`src/hw/rtl/stepper_tone_head_driver_defines.svh`:
```
// assertion macros for the stepper tone head driver
// used by stepper_tone_head_driver.sv; no other dependencies
`ifndef STEPPER_TONE_HEAD_DRIVER_DEFINES_SVH
`define STEPPER_TONE_HEAD_DRIVER_DEFINES_SVH

// same-cycle implication, disabled during reset
`define STHD_ASSERT_NOW(label, clk, rst, ante, cons, msg) \
   label: assert property (@(posedge clk) disable iff (rst) (ante) |-> (cons)) \
      else $error(msg);

// next-cycle implication, disabled during reset
`define STHD_ASSERT_NEXT(label, clk, rst, ante, cons, msg) \
   label: assert property (@(posedge clk) disable iff (rst) (ante) |=> (cons)) \
      else $error(msg);

`endif

```
`src/hw/rtl/sthd_pkg.sv`:
```
// shared types and constants for the stepper tone head driver
// no dependencies; imported by stepper_tone_head_driver
`timescale 1ns / 1ps

package sthd_pkg;

   // request codes
   localparam logic [1:0] REQ_TICK     = 2'd0;
   localparam logic [1:0] REQ_NOTE_ON  = 2'd1;
   localparam logic [1:0] REQ_NOTE_OFF = 2'd2;

   // head turns when room ahead is at or below this margin
   localparam int unsigned END_MARGIN = 10;

   // track length after reset
   localparam logic [7:0] TRACK_RESET = 8'd80;

   // remainder unit works on a 17 bit sum, one bit per cycle
   localparam int unsigned DIV_BITS   = 17;
   localparam int unsigned DIV_CNT_W  = $clog2(DIV_BITS);

   typedef enum logic [1:0] {
      ST_IDLE,
      ST_EXEC,
      ST_DIV,
      ST_DONE
   } sthd_state_type;

endpackage

```
`src/hw/rtl/stepper_tone_head_driver.sv`:
```
// stepper tone head driver: sequencer with a shared remainder unit
// depends on sthd_pkg and stepper_tone_head_driver_defines.svh
`timescale 1ns / 1ps
`include "stepper_tone_head_driver_defines.svh"

// Drives a stepper head as a tone source.
// req channel (valid/ready): one transaction per request, req_type selects
// tick (adds req_elapsed_time), note on (loads pitch and half period, zero
// velocity releases) or note off. Every request gives exactly one rsp
// transaction holding step level, direction, head position, playing flag
// and sounding pitch as they stand after the request.
// csr channel: writes the track length; always ready, write only while idle.
// Sequence: a request is captured on acceptance, executed in ST_EXEC and its
// result written to the output register in ST_DONE; a tick that toggles the
// step line passes through ST_DIV between them, where the remainder of the
// 17 bit time sum by the half period is formed one bit per cycle in a single
// compare-subtract unit.
// One request at a time: req_ready is low from acceptance until the result is
// written to the output register.
// If the receiver stalls, the result waits in the output register; the next
// request is accepted meanwhile and its result waits until the register frees.
// Reset (synchronous): head at position 0 moving up, silent, track length 80.
module stepper_tone_head_driver (
   input  logic       clock,
   input  logic       reset,
   // request channel
   input  logic       req_valid,
   output logic       req_ready,
   input  logic [1:0] req_type,
   input  logic [15:0] req_elapsed_time,
   input  logic [6:0] req_note_pitch,
   input  logic [6:0] req_note_velocity,
   input  logic [15:0] req_half_period,
   // result channel
   output logic       rsp_valid,
   input  logic       rsp_ready,
   output logic       rsp_step_level,
   output logic       rsp_direction_level,
   output logic [7:0] rsp_head_position,
   output logic       rsp_playing,
   output logic [6:0] rsp_playing_pitch,
   // configuration write
   input  logic       csr_valid,
   output logic       csr_ready,
   input  logic [7:0] csr_track_positions
);

   import sthd_pkg::*;

   // sequencer
   sthd_state_type state_ff, state_in;

   // captured request
   logic [1:0]  op_kind_ff;
   logic [15:0] op_elapsed_ff;
   logic [6:0]  op_pitch_ff;
   logic [6:0]  op_velocity_ff;
   logic [15:0] op_half_ff;

   // head and note state
   logic [7:0]  track_ff;
   logic        step_phase_ff, step_phase_in;
   logic        move_up_ff, move_up_in;
   logic [7:0]  position_ff, position_in;
   logic        active_ff, active_in;
   logic [6:0]  pitch_ff, pitch_in;
   logic [15:0] half_ff, half_in;
   logic [15:0] accum_ff, accum_in;
   logic [15:0] steps_ff, steps_in;

   // remainder unit
   logic [15:0]          div_rem_ff, div_rem_in;
   logic [DIV_BITS-1:0]  div_num_ff, div_num_in;
   logic [DIV_CNT_W-1:0] div_cnt_ff, div_cnt_in;

   // output register
   logic        rsp_valid_ff, rsp_valid_in;
   logic        out_step_ff, out_step_in;
   logic        out_dir_ff, out_dir_in;
   logic [7:0]  out_pos_ff, out_pos_in;
   logic        out_play_ff, out_play_in;
   logic [6:0]  out_pitch_ff, out_pitch_in;

   // toggle datapath
   logic        flip_phase;
   logic [7:0]  flip_pos;
   logic [15:0] flip_steps;
   logic signed [9:0] flip_room;
   logic        flip_turn;
   logic [16:0] tick_sum;

   // release datapath
   logic signed [9:0]  rel_room;
   logic signed [17:0] rel_taken;
   logic signed [17:0] rel_room_w;
   logic signed [17:0] rel_other;
   logic        rel_match;
   logic        rel_turn;

   // shared compare-subtract
   logic [16:0] div_trial;
   logic [16:0] div_diff;
   logic        div_take;
   logic [15:0] div_rem_next;

   logic        req_fire;
   logic        out_free;

   assign req_ready = (state_ff == ST_IDLE);
   assign req_fire  = req_valid && req_ready;
   assign csr_ready = 1'b1;
   assign out_free  = !rsp_valid_ff || rsp_ready;

   assign rsp_valid           = rsp_valid_ff;
   assign rsp_step_level      = out_step_ff;
   assign rsp_direction_level = out_dir_ff;
   assign rsp_head_position   = out_pos_ff;
   assign rsp_playing         = out_play_ff;
   assign rsp_playing_pitch   = out_pitch_ff;

   // step toggle: move on rising edge, then check room ahead
   always_comb begin
      flip_phase = !step_phase_ff;
      flip_pos   = position_ff;
      flip_steps = steps_ff;
      if (flip_phase) begin
         if (steps_ff != 16'hFFFF) begin
            flip_steps = steps_ff + 16'd1;
         end
         if (move_up_ff) begin
            if (position_ff != 8'hFF) begin
               flip_pos = position_ff + 8'd1;
            end
         end else begin
            if (position_ff != 8'h00) begin
               flip_pos = position_ff - 8'd1;
            end
         end
      end
      if (move_up_ff) begin
         flip_room = $signed({2'b00, track_ff}) - $signed({2'b00, flip_pos}) - 10'sd1;
      end else begin
         flip_room = $signed({2'b00, flip_pos});
      end
      flip_turn = (flip_room <= $signed(10'(END_MARGIN)));
      tick_sum  = {1'b0, accum_ff} + {1'b0, op_elapsed_ff};
   end

   // release: may turn toward the side with more room
   always_comb begin
      if (move_up_ff) begin
         rel_room = $signed({2'b00, track_ff}) - $signed({2'b00, position_ff}) - 10'sd1;
      end else begin
         rel_room = $signed({2'b00, position_ff});
      end
      rel_taken  = $signed({2'b00, steps_ff});
      rel_room_w = 18'(rel_room);
      rel_other  = $signed({10'd0, track_ff}) - rel_room_w;
      rel_match  = active_ff && (op_pitch_ff == pitch_ff);
      rel_turn   = (rel_room_w < rel_taken) && (rel_other > rel_taken);
   end

   // one restoring step of the remainder
   always_comb begin
      div_trial    = {div_rem_ff, div_num_ff[DIV_BITS-1]};
      div_diff     = div_trial - {1'b0, half_ff};
      div_take     = (div_trial >= {1'b0, half_ff});
      div_rem_next = div_take ? div_diff[15:0] : div_trial[15:0];
   end

   // sequencer next state
   always_comb begin
      state_in      = state_ff;
      step_phase_in = step_phase_ff;
      move_up_in    = move_up_ff;
      position_in   = position_ff;
      active_in     = active_ff;
      pitch_in      = pitch_ff;
      half_in       = half_ff;
      accum_in      = accum_ff;
      steps_in      = steps_ff;
      div_rem_in    = div_rem_ff;
      div_num_in    = div_num_ff;
      div_cnt_in    = div_cnt_ff;
      rsp_valid_in  = rsp_valid_ff && !rsp_ready;
      out_step_in   = out_step_ff;
      out_dir_in    = out_dir_ff;
      out_pos_in    = out_pos_ff;
      out_play_in   = out_play_ff;
      out_pitch_in  = out_pitch_ff;

      case (state_ff)
         ST_IDLE: begin
            if (req_fire) begin
               state_in = ST_EXEC;
            end
         end
         ST_EXEC: begin
            state_in = ST_DONE;
            case (op_kind_ff)
               REQ_TICK: begin
                  if (active_ff) begin
                     if (tick_sum >= {1'b0, half_ff}) begin
                        step_phase_in = flip_phase;
                        position_in   = flip_pos;
                        steps_in      = flip_steps;
                        move_up_in    = move_up_ff ^ flip_turn;
                        div_num_in    = tick_sum;
                        div_rem_in    = '0;
                        div_cnt_in    = '0;
                        state_in      = ST_DIV;
                     end else begin
                        accum_in = tick_sum[15:0];
                     end
                  end
               end
               REQ_NOTE_ON, REQ_NOTE_OFF: begin
                  if (op_kind_ff == REQ_NOTE_ON && op_velocity_ff != 7'd0) begin
                     active_in = 1'b1;
                     pitch_in  = op_pitch_ff;
                     half_in   = (op_half_ff == 16'd0) ? 16'd1 : op_half_ff;
                  end else if (rel_match) begin
                     step_phase_in = 1'b0;
                     active_in     = 1'b0;
                     pitch_in      = '0;
                     half_in       = '0;
                     accum_in      = '0;
                     steps_in      = '0;
                     move_up_in    = move_up_ff ^ rel_turn;
                  end
               end
               default: begin
               end
            endcase
         end
         ST_DIV: begin
            div_rem_in = div_rem_next;
            div_num_in = {div_num_ff[DIV_BITS-2:0], 1'b0};
            div_cnt_in = div_cnt_ff + 1'b1;
            if (div_cnt_ff == DIV_CNT_W'(DIV_BITS - 1)) begin
               accum_in = div_rem_next;
               state_in = ST_DONE;
            end
         end
         ST_DONE: begin
            if (out_free) begin
               rsp_valid_in = 1'b1;
               out_step_in  = step_phase_ff;
               out_dir_in   = move_up_ff;
               out_pos_in   = position_ff;
               out_play_in  = active_ff;
               out_pitch_in = active_ff ? pitch_ff : 7'd0;
               state_in     = ST_IDLE;
            end
         end
         default: begin
            state_in = ST_IDLE;
         end
      endcase
   end

   // control and architectural state
   always_ff @(posedge clock) begin
      if (reset) begin
         state_ff      <= ST_IDLE;
         track_ff      <= TRACK_RESET;
         step_phase_ff <= 1'b0;
         move_up_ff    <= 1'b1;
         position_ff   <= '0;
         active_ff     <= 1'b0;
         pitch_ff      <= '0;
         half_ff       <= '0;
         accum_ff      <= '0;
         steps_ff      <= '0;
         div_cnt_ff    <= '0;
         rsp_valid_ff  <= 1'b0;
      end else begin
         state_ff      <= state_in;
         step_phase_ff <= step_phase_in;
         move_up_ff    <= move_up_in;
         position_ff   <= position_in;
         active_ff     <= active_in;
         pitch_ff      <= pitch_in;
         half_ff       <= half_in;
         accum_ff      <= accum_in;
         steps_ff      <= steps_in;
         div_cnt_ff    <= div_cnt_in;
         rsp_valid_ff  <= rsp_valid_in;
         if (csr_valid && csr_ready) begin
            track_ff <= csr_track_positions;
         end
      end
   end

   // payload registers
   always_ff @(posedge clock) begin
      if (req_fire) begin
         op_kind_ff     <= req_type;
         op_elapsed_ff  <= req_elapsed_time;
         op_pitch_ff    <= req_note_pitch;
         op_velocity_ff <= req_note_velocity;
         op_half_ff     <= req_half_period;
      end
      div_rem_ff   <= div_rem_in;
      div_num_ff   <= div_num_in;
      out_step_ff  <= out_step_in;
      out_dir_ff   <= out_dir_in;
      out_pos_ff   <= out_pos_in;
      out_play_ff  <= out_play_in;
      out_pitch_ff <= out_pitch_in;
   end

   // checks
   `STHD_ASSERT_NOW(a_silent_clear, clock, reset, !active_ff,
      (accum_ff == 16'd0) && !step_phase_ff && (steps_ff == 16'd0), "silent state not cleared")
   `STHD_ASSERT_NOW(a_half_nonzero, clock, reset, active_ff,
      half_ff != 16'd0, "active note with zero half period")
   `STHD_ASSERT_NOW(a_rem_bound, clock, reset, state_ff == ST_DIV,
      div_rem_ff < half_ff, "partial remainder not below half period")
   `STHD_ASSERT_NEXT(a_div_exit, clock, reset, state_ff == ST_DIV,
      (state_ff == ST_DIV) || (state_ff == ST_DONE), "remainder unit left early")

endmodule
```
`config.mk`:
```
export PLATFORM = sky130hd
export DESIGN_NAME = stepper_tone_head_driver
export DESIGN_NICKNAME = d
export VERILOG_FILES = /design/src/hw/rtl/sthd_pkg.sv /design/src/hw/rtl/stepper_tone_head_driver.sv
export VERILOG_INCLUDE_DIRS = /design/src /design/src/hw/rtl
export SDC_FILE = /design/constraint.sdc
export NUM_CORES = 1
export LEC_CHECK = 0
export BUFFER_PORTS_ARGS = -buffer_cell sky130_fd_sc_hd__buf_2
export CELL_PAD_IN_SITES_DETAIL_PLACEMENT = 1
export CELL_PAD_IN_SITES_GLOBAL_PLACEMENT = 1
export CORE_MARGIN = 2
export CORE_UTILIZATION = 43
export DETAILED_ROUTE_END_ITERATION = 8
export HOLD_SLACK_MARGIN = 0.1
export PLACE_DENSITY = 0.79
export SLEW_MARGIN = 5
export SYNTH_ARGS = -nofsm -noshare
export SYNTH_HDL_FRONTEND = slang
export SYNTH_SLANG_ARGS = --single-unit
```
`constraint.sdc`:
```
create_clock -name clock -period 4.8 [get_ports clock]
set_input_delay 0.48 -clock clock [delete_from_list [all_inputs] [get_ports clock]]
set_output_delay 0.48 -clock clock [all_outputs]
set_load 0.02 [all_outputs]
```
* Word-level counts from Yosys, hierarchy flattened
Index checks and enable logic that the tools add are counted.
** Storage, ports and cells
- Flip-flop bits (word level) :: 181
- Input port bits :: 61
- Output and inout port bits :: 21
- Word-level logic and storage cells :: 149
** Operators by class
- Add/subtract/negate cells :: 11
- Order comparisons :: 5
- Equal/unequal tests :: 26
- Mux-type cells :: 55
- Bitwise gates (word level) :: 2
- Reduce and logical (&&, ||, !) cells :: 26
** Operators with widths (number)
- 16-bit two-way mux :: 15
- 16-bit one-hot mux with 2 select lines :: 4
- 17-bit two-way mux :: 3
- 17-bit by 16-bit greater-or-equal comparator with 1-bit output :: 2
- 17-bit one-hot mux with 2 select lines :: 1
- 8-bit two-way mux :: 4
- 10-bit two-way mux :: 2
- 2-bit inequality test, second input constant :: 10
- 9-bit by 2-bit subtractor with 10-bit output, second input constant :: 2
- 8-bit by 8-bit subtractor with 9-bit output :: 2
- 16-bit by 16-bit adder with 17-bit output :: 1
- 11-bit by 17-bit > comparator with 1-bit output :: 1
- 10-bit by 17-bit less-than comparator with 1-bit output :: 1
- 16-bit by 1-bit adder with 16-bit output, second input constant :: 1
- 16-bit zero test :: 1
- 16-bit inequality test, second input constant :: 1
- 16-bit subtractor :: 1
- 5-bit two-way mux :: 3
- 1-bit two-way mux :: 14
- 7-bit two-way mux :: 2
- 3-bit inequality test, second input constant :: 4
- 9-bit by 10-bit subtractor with 11-bit output :: 1
- 10-bit by 5-bit less-or-equal comparator with 1-bit output, second input constant :: 1
- 5-bit one-hot mux with 2 select lines :: 1
- 28 further kinds :: 47

* Longest topological paths before layout
- Word-level depth :: 12
- Mapped depth :: 29
- Depth with buffers taken out :: 29

* Least setup slack after synthesis
No wires, ideal clock.
- Kind :: reg-to-reg
- From :: register position_ff[3]
- To :: register move_up_ff
- Setup time :: 122 ps
- Arrival time :: 5080 ps
- Data required time :: 4678 ps
- Setup slack :: -402 ps
- Cell stages (with the launch flop) :: 27
- Path buffers :: 1
- Period minus slack after synthesis :: 5202 ps
- Path through :: dfxtp_1 clkbuf_1 inv_1 ha_1 o21ai_0 a21o_1 a311oi_1 o2111a_1 nand2_1 xnor2_1 a21oi_1 inv_1 ha_1 nor2_1 a211o_1 a21o_1 nor2b_1 ha_1 nand2_1 o21ai_0 nand2b_1 o311ai_0 a221oi_1 o211ai_1 o21ai_0 o221ai_2 mux2i_1
** Between the ends
- Cells in the longest elaborated chain, start to end :: 12
- Elaborated cells on any way between the ends :: 26
- Those cells by class :: add/sub (7); order compare (3); eq/ne (1); mux (11); bitwise (2); reduce/logical (2)
** RTL lines
- start: declaration :: line stepper_tone_head_driver.sv:64 : logic [7:0] position_ff, position_in;
- start signal: assignment :: line stepper_tone_head_driver.sv:281 : position_ff <= position_in;
- 8-bit by 1-bit subtractor with 8-bit output (tied with other cells) :: line stepper_tone_head_driver.sv:136 : flip_pos = position_ff - 8'd1;
- 8-bit two-way mux (on tied branches) :: line stepper_tone_head_driver.sv:135, stepper_tone_head_driver.sv:131
- 8-bit two-way mux :: line stepper_tone_head_driver.sv:130 : if (move_up_ff) begin
- 8-bit two-way mux :: line stepper_tone_head_driver.sv:126 : if (flip_phase) begin
- 8-bit by 8-bit subtractor with 9-bit output :: line stepper_tone_head_driver.sv:141 : flip_room = $signed({2'b00, track_ff}) - $signed({2'b00, flip_pos}) - 10'sd1;
- 9-bit by 2-bit subtractor with 10-bit output :: line stepper_tone_head_driver.sv:141
- 10-bit two-way mux :: line stepper_tone_head_driver.sv:140 : if (move_up_ff) begin
- 10-bit by 5-bit less-or-equal comparator with 1-bit output :: line stepper_tone_head_driver.sv:145 : flip_turn = (flip_room <= $signed(10'(END_MARGIN)));
- 1-bit XOR :: line stepper_tone_head_driver.sv:207 : move_up_in = move_up_ff ^ flip_turn;
- 1-bit two-way mux :: line stepper_tone_head_driver.sv:203 : if (tick_sum >= {1'b0, half_ff}) begin
- 1-bit two-way mux :: line stepper_tone_head_driver.sv:202 : if (active_ff) begin
- 1-bit one-hot mux with 2 select lines (*) :: line stepper_tone_head_driver.sv:200 : case (op_kind_ff)
- end signal: assignment :: line stepper_tone_head_driver.sv:280 : move_up_ff <= move_up_in;
- end: declaration :: line stepper_tone_head_driver.sv:63 : logic move_up_ff, move_up_in;
Every way passes the cells marked *; elsewhere a longest branch is shown, timed or not. The select of a mux whose other input is x is not followed.
A chain may end at the register's enable or synchronous reset.

* Final worst setup path
- From :: register track_ff[0]
- To :: register move_up_ff
** Between the ends
- Cells in the longest elaborated chain, start to end :: 10
- Elaborated cells on any way between the ends :: 18
- Those cells by class :: add/sub (5); order compare (3); mux (7); bitwise (2); reduce/logical (1)
** RTL lines
- start: declaration :: line stepper_tone_head_driver.sv:61 : logic [7:0] track_ff;
- start signal: assignment :: line stepper_tone_head_driver.sv:290 : track_ff <= csr_track_positions;
- 8-bit by 8-bit subtractor with 9-bit output :: line stepper_tone_head_driver.sv:152 : rel_room = $signed({2'b00, track_ff}) - $signed({2'b00, position_ff}) - 10'sd1;
- 9-bit by 2-bit subtractor with 10-bit output :: line stepper_tone_head_driver.sv:152
- 10-bit two-way mux :: line stepper_tone_head_driver.sv:151 : if (move_up_ff) begin
- 9-bit by 10-bit subtractor with 11-bit output :: line stepper_tone_head_driver.sv:158 : rel_other = $signed({10'd0, track_ff}) - rel_room_w;
- 11-bit by 17-bit > comparator with 1-bit output :: line stepper_tone_head_driver.sv:160 : rel_turn = (rel_room_w < rel_taken) && (rel_other > rel_taken);
- 1-bit logical AND :: line stepper_tone_head_driver.sv:160
- 1-bit XOR :: line stepper_tone_head_driver.sv:229 : move_up_in = move_up_ff ^ rel_turn;
- 1-bit two-way mux :: line stepper_tone_head_driver.sv:222 : end else if (rel_match) begin
- 1-bit two-way mux :: line stepper_tone_head_driver.sv:218 : if (op_kind_ff == REQ_NOTE_ON && op_velocity_ff != 7'd0) begin
- 1-bit one-hot mux with 2 select lines (*) :: line stepper_tone_head_driver.sv:200
Marks and branches as above.

==> qor.txt <==
status: complete, but fails checks
violated checks: setup timing
1st-pass router iterations: 5
vias in the first global route: 11.1k
WL final: 38900 um
CP max stage delay: 0.42 ns
IO buf count: 80
hpwl dp: 27100 um
CTS Buf Count: 17
DRC violations left: 0
PwrDens: 576 nW/um^2
CTS tree: built
Global Route Usage Sum: 25.9%
setup TNS: -0.220 ns
CP Capture Type: flop
Post-DP Area: 13300 um^2
maximum vdd drop: 340 uV
Synth Warn #: 0
initial antenna violation count: 1
Syn-to-layout area delta: 21.9%
clock skew: 0.0182 ns
sw power: 3.67 mW
CTS Sinks: 181
non-filler cells, final: 1828
final core utilization: 53.7%
vias: 10.7k
Post-synth top flop: edfxtp_1
combinational power share: 54.8%
DR iter-0 viols: 759
Cells after Synth: 1287
Starting Density: 44.1%
Die H: 171 um
max-slew violations: 0
worst path bufs/invs: 7
internal power: 4.72 mW
post-synthesis sequential area ratio: 38.6%
total power: 8.39 mW
main area contributors after synthesis: edfxtp_1 (25%), dfxtp_1 (14%), ha_1 (12%), nor2_1 (4.1%), a21oi_1 (4.0%)
final worst slack: -0.220 ns
global-route wire length before repair: 59300 um
Slew @ Worst Pin: 1.12 ns
design area: 14600 um^2
die area: 29100 um^2
Sw Ratio: 43.7%
largest net degree at the start of global routing: 67
post-synth cell types: 92
htree depth: 4
crit path DAT: 5.38 ns
hold buffer count at cts: 0
CP Max Fanout: 3
Leak Pwr: 5.73 nW
Worst setup SP type: flop
top post-synthesis cells by count: nor2_1 (129), ha_1 (116), inv_1 (100)
I/O pins: 82
Inserted Diodes: 0
maxcap violations: 0
EDFF count, synth: 99
cell taking the most area after synthesis: edfxtp_1
via-per-instance ratio: 5.87
Critical Path RT: 5.16 ns
area share of the largest cell type after synthesis: 24.9%
GRT overflow: 0
Min-Delay Path Class: in -> reg
RSZ-0062 raised after global routing: yes
Synthesized Nets: 1469
number of nets with antenna violations after routing: 0
CP most frequent cell: buf_4
clock-pin slew on the worst setup and hold paths: 0.08 ns
Final Cycle Share: 105%
insertion delay to the later sink of the worst-skew pair: 0.45 ns
cell area after synthesis: 11900 um^2
Avg Inst Size Synth: 9.28 um^2
final period demand of the worst path: 5.02 ns
Setup-failing EPs final: 1
crit-path leading delay family: compound AO/OA/AOI/OAI gates
Final Hold Viols: 0
WHS: 0.202 ns
layout cells sized above 1: 23.1%
Max Clock Freq: 199 MHz
Setup WS pre-CTS: -0.405 ns
Avg WL per Cell: 21.3 um
Core Footprint: 27100 um^2
Max Buffers Root-to-Sink: 2
Crit Path Class: reg -> reg
worst-case headroom to the max-slew limit: 24.8%
root buf cell: clkbuf_16
NumNets Final: 1625
GPL Wtd Cong: 0.873
ys async rst share: 0%
critical path's slowest cell: fa_2
share of power burned in the clock network: 17.6%
number of cells after detailed placement: 1778
most frequent cell after synthesis: nor2_1
Reg power frac: 27.6%
Die Wd: 171 um
flops & latches, synth: 181
Fillers: 3076
row count: 60
repair_timing:
item	4_1_cts	5_1_grt
setup buffers	7	9
endpoints found under the setup margin	78	80
pin swaps	26	31
gates cloned	0	2
resized for setup	42	57
path summary, 6_finish.rpt:
check	startpoint	end	slack, ns	depth (start not counted)
max	track_ff[0]	move_up_ff	-0.22	29
min	req_elapsed_time[1]	op_elapsed_ff[1]	0.20	1
max reg2reg	track_ff[0]	move_up_ff	-0.22	29
min reg2reg	div_cnt_ff[3]	div_cnt_ff[3]	0.49	1
placed cells by master (no fill, tap or decap), types with 7 or more instances in the layout:
cell       count
a211o_1        8
a211oi_1      11
a21o_1        19
a21oi_1       84
a21oi_2       11
a22oi_1       15
a2bb2oi_1      8
a31oi_1       11
and2_1        14
buf_2         80
buf_4        101
clkbuf_16     19
dfxtp_1       76
edfxtp_1      99
ha_1          99
ha_4          11
inv_1         95
mux2_2         9
mux2i_1       32
nand2_1       87
nand2b_1      12
nand3_1       32
nand4_1       19
nor2_1       125
nor2b_1       12
nor3_1        20
nor4_1        11
o21a_1        14
o21ai_0       51
o21ai_2        8
o221a_2        7
o31ai_1        9
or3_1         12
or4_1          7
xnor2_1       38
xor2_1        11
power by group through the flow:
stage	Clock (mW)	Sequential, mW	Combinational [mW]
floorplan	0	2.30	2.78
global route	1.54	2.35	4.99
detailed placement	0	2.34	3.96
finish	1.48	2.31	4.60
CTS	1.48	2.31	4.16
global placement	0	2.31	3.77
worst reg2reg max path, delay by kind of cell, from the launching register on:
family / cells / cell delay [ns]
compound gates: 11 / 1.66
xor+xnor: 3 / 0.49
fa+ha+maj: 4 / 1.13
buf+inv: 7 / 0.77
flops: 1 / 0.33
mux: 1 / 0.24
simple gates: 3 / 0.33
flip-flops by register name (all words and copies together), names as in the netlist, 5 cells and up:
signal / flops
half_ff: 16
op_pitch_ff: 7
steps_ff: 16
op_velocity_ff: 7
position_ff: 8
accum_ff: 16
div_num_ff: 17
div_cnt_ff: 5
op_half_ff: 16
pitch_ff: 7
rsp_playing_pitch: 7
div_rem_ff: 16
op_elapsed_ff: 16
rsp_head_position: 8
track_ff: 8
metal layers:
layer,routed length (um),up-vias,global-route usage [%]
met5,0,-,0
met4,1140,0,8.25
met3,1350,80,3.40
met2,19700,268,46.6
met1,16700,5350,32.0
li1,-,5033,-
cell type report:
class,count,area (um^2),share of cell area (%)
Multi-Input combinational cell,957,7250,49.8
Sequential cell,181,4620,31.7
Timing Repair Buffer,185,1240,8.52
Tap cell,372,465,3.20
Clock buffer,18,429,2.95
Inverter,101,379,2.60
Clock inverter,14,170,1.17
cells by family after synthesis:
family / share of synthesized area, %
compound gates: 19.3
other cells: 0.0314
mux: 3.53
xor+xnor: 4.30
flops: 38.6
buf+inv: 4.96
fa+ha+maj: 13.0
simple gates: 16.3
Power figures use the tool's default switching activity.
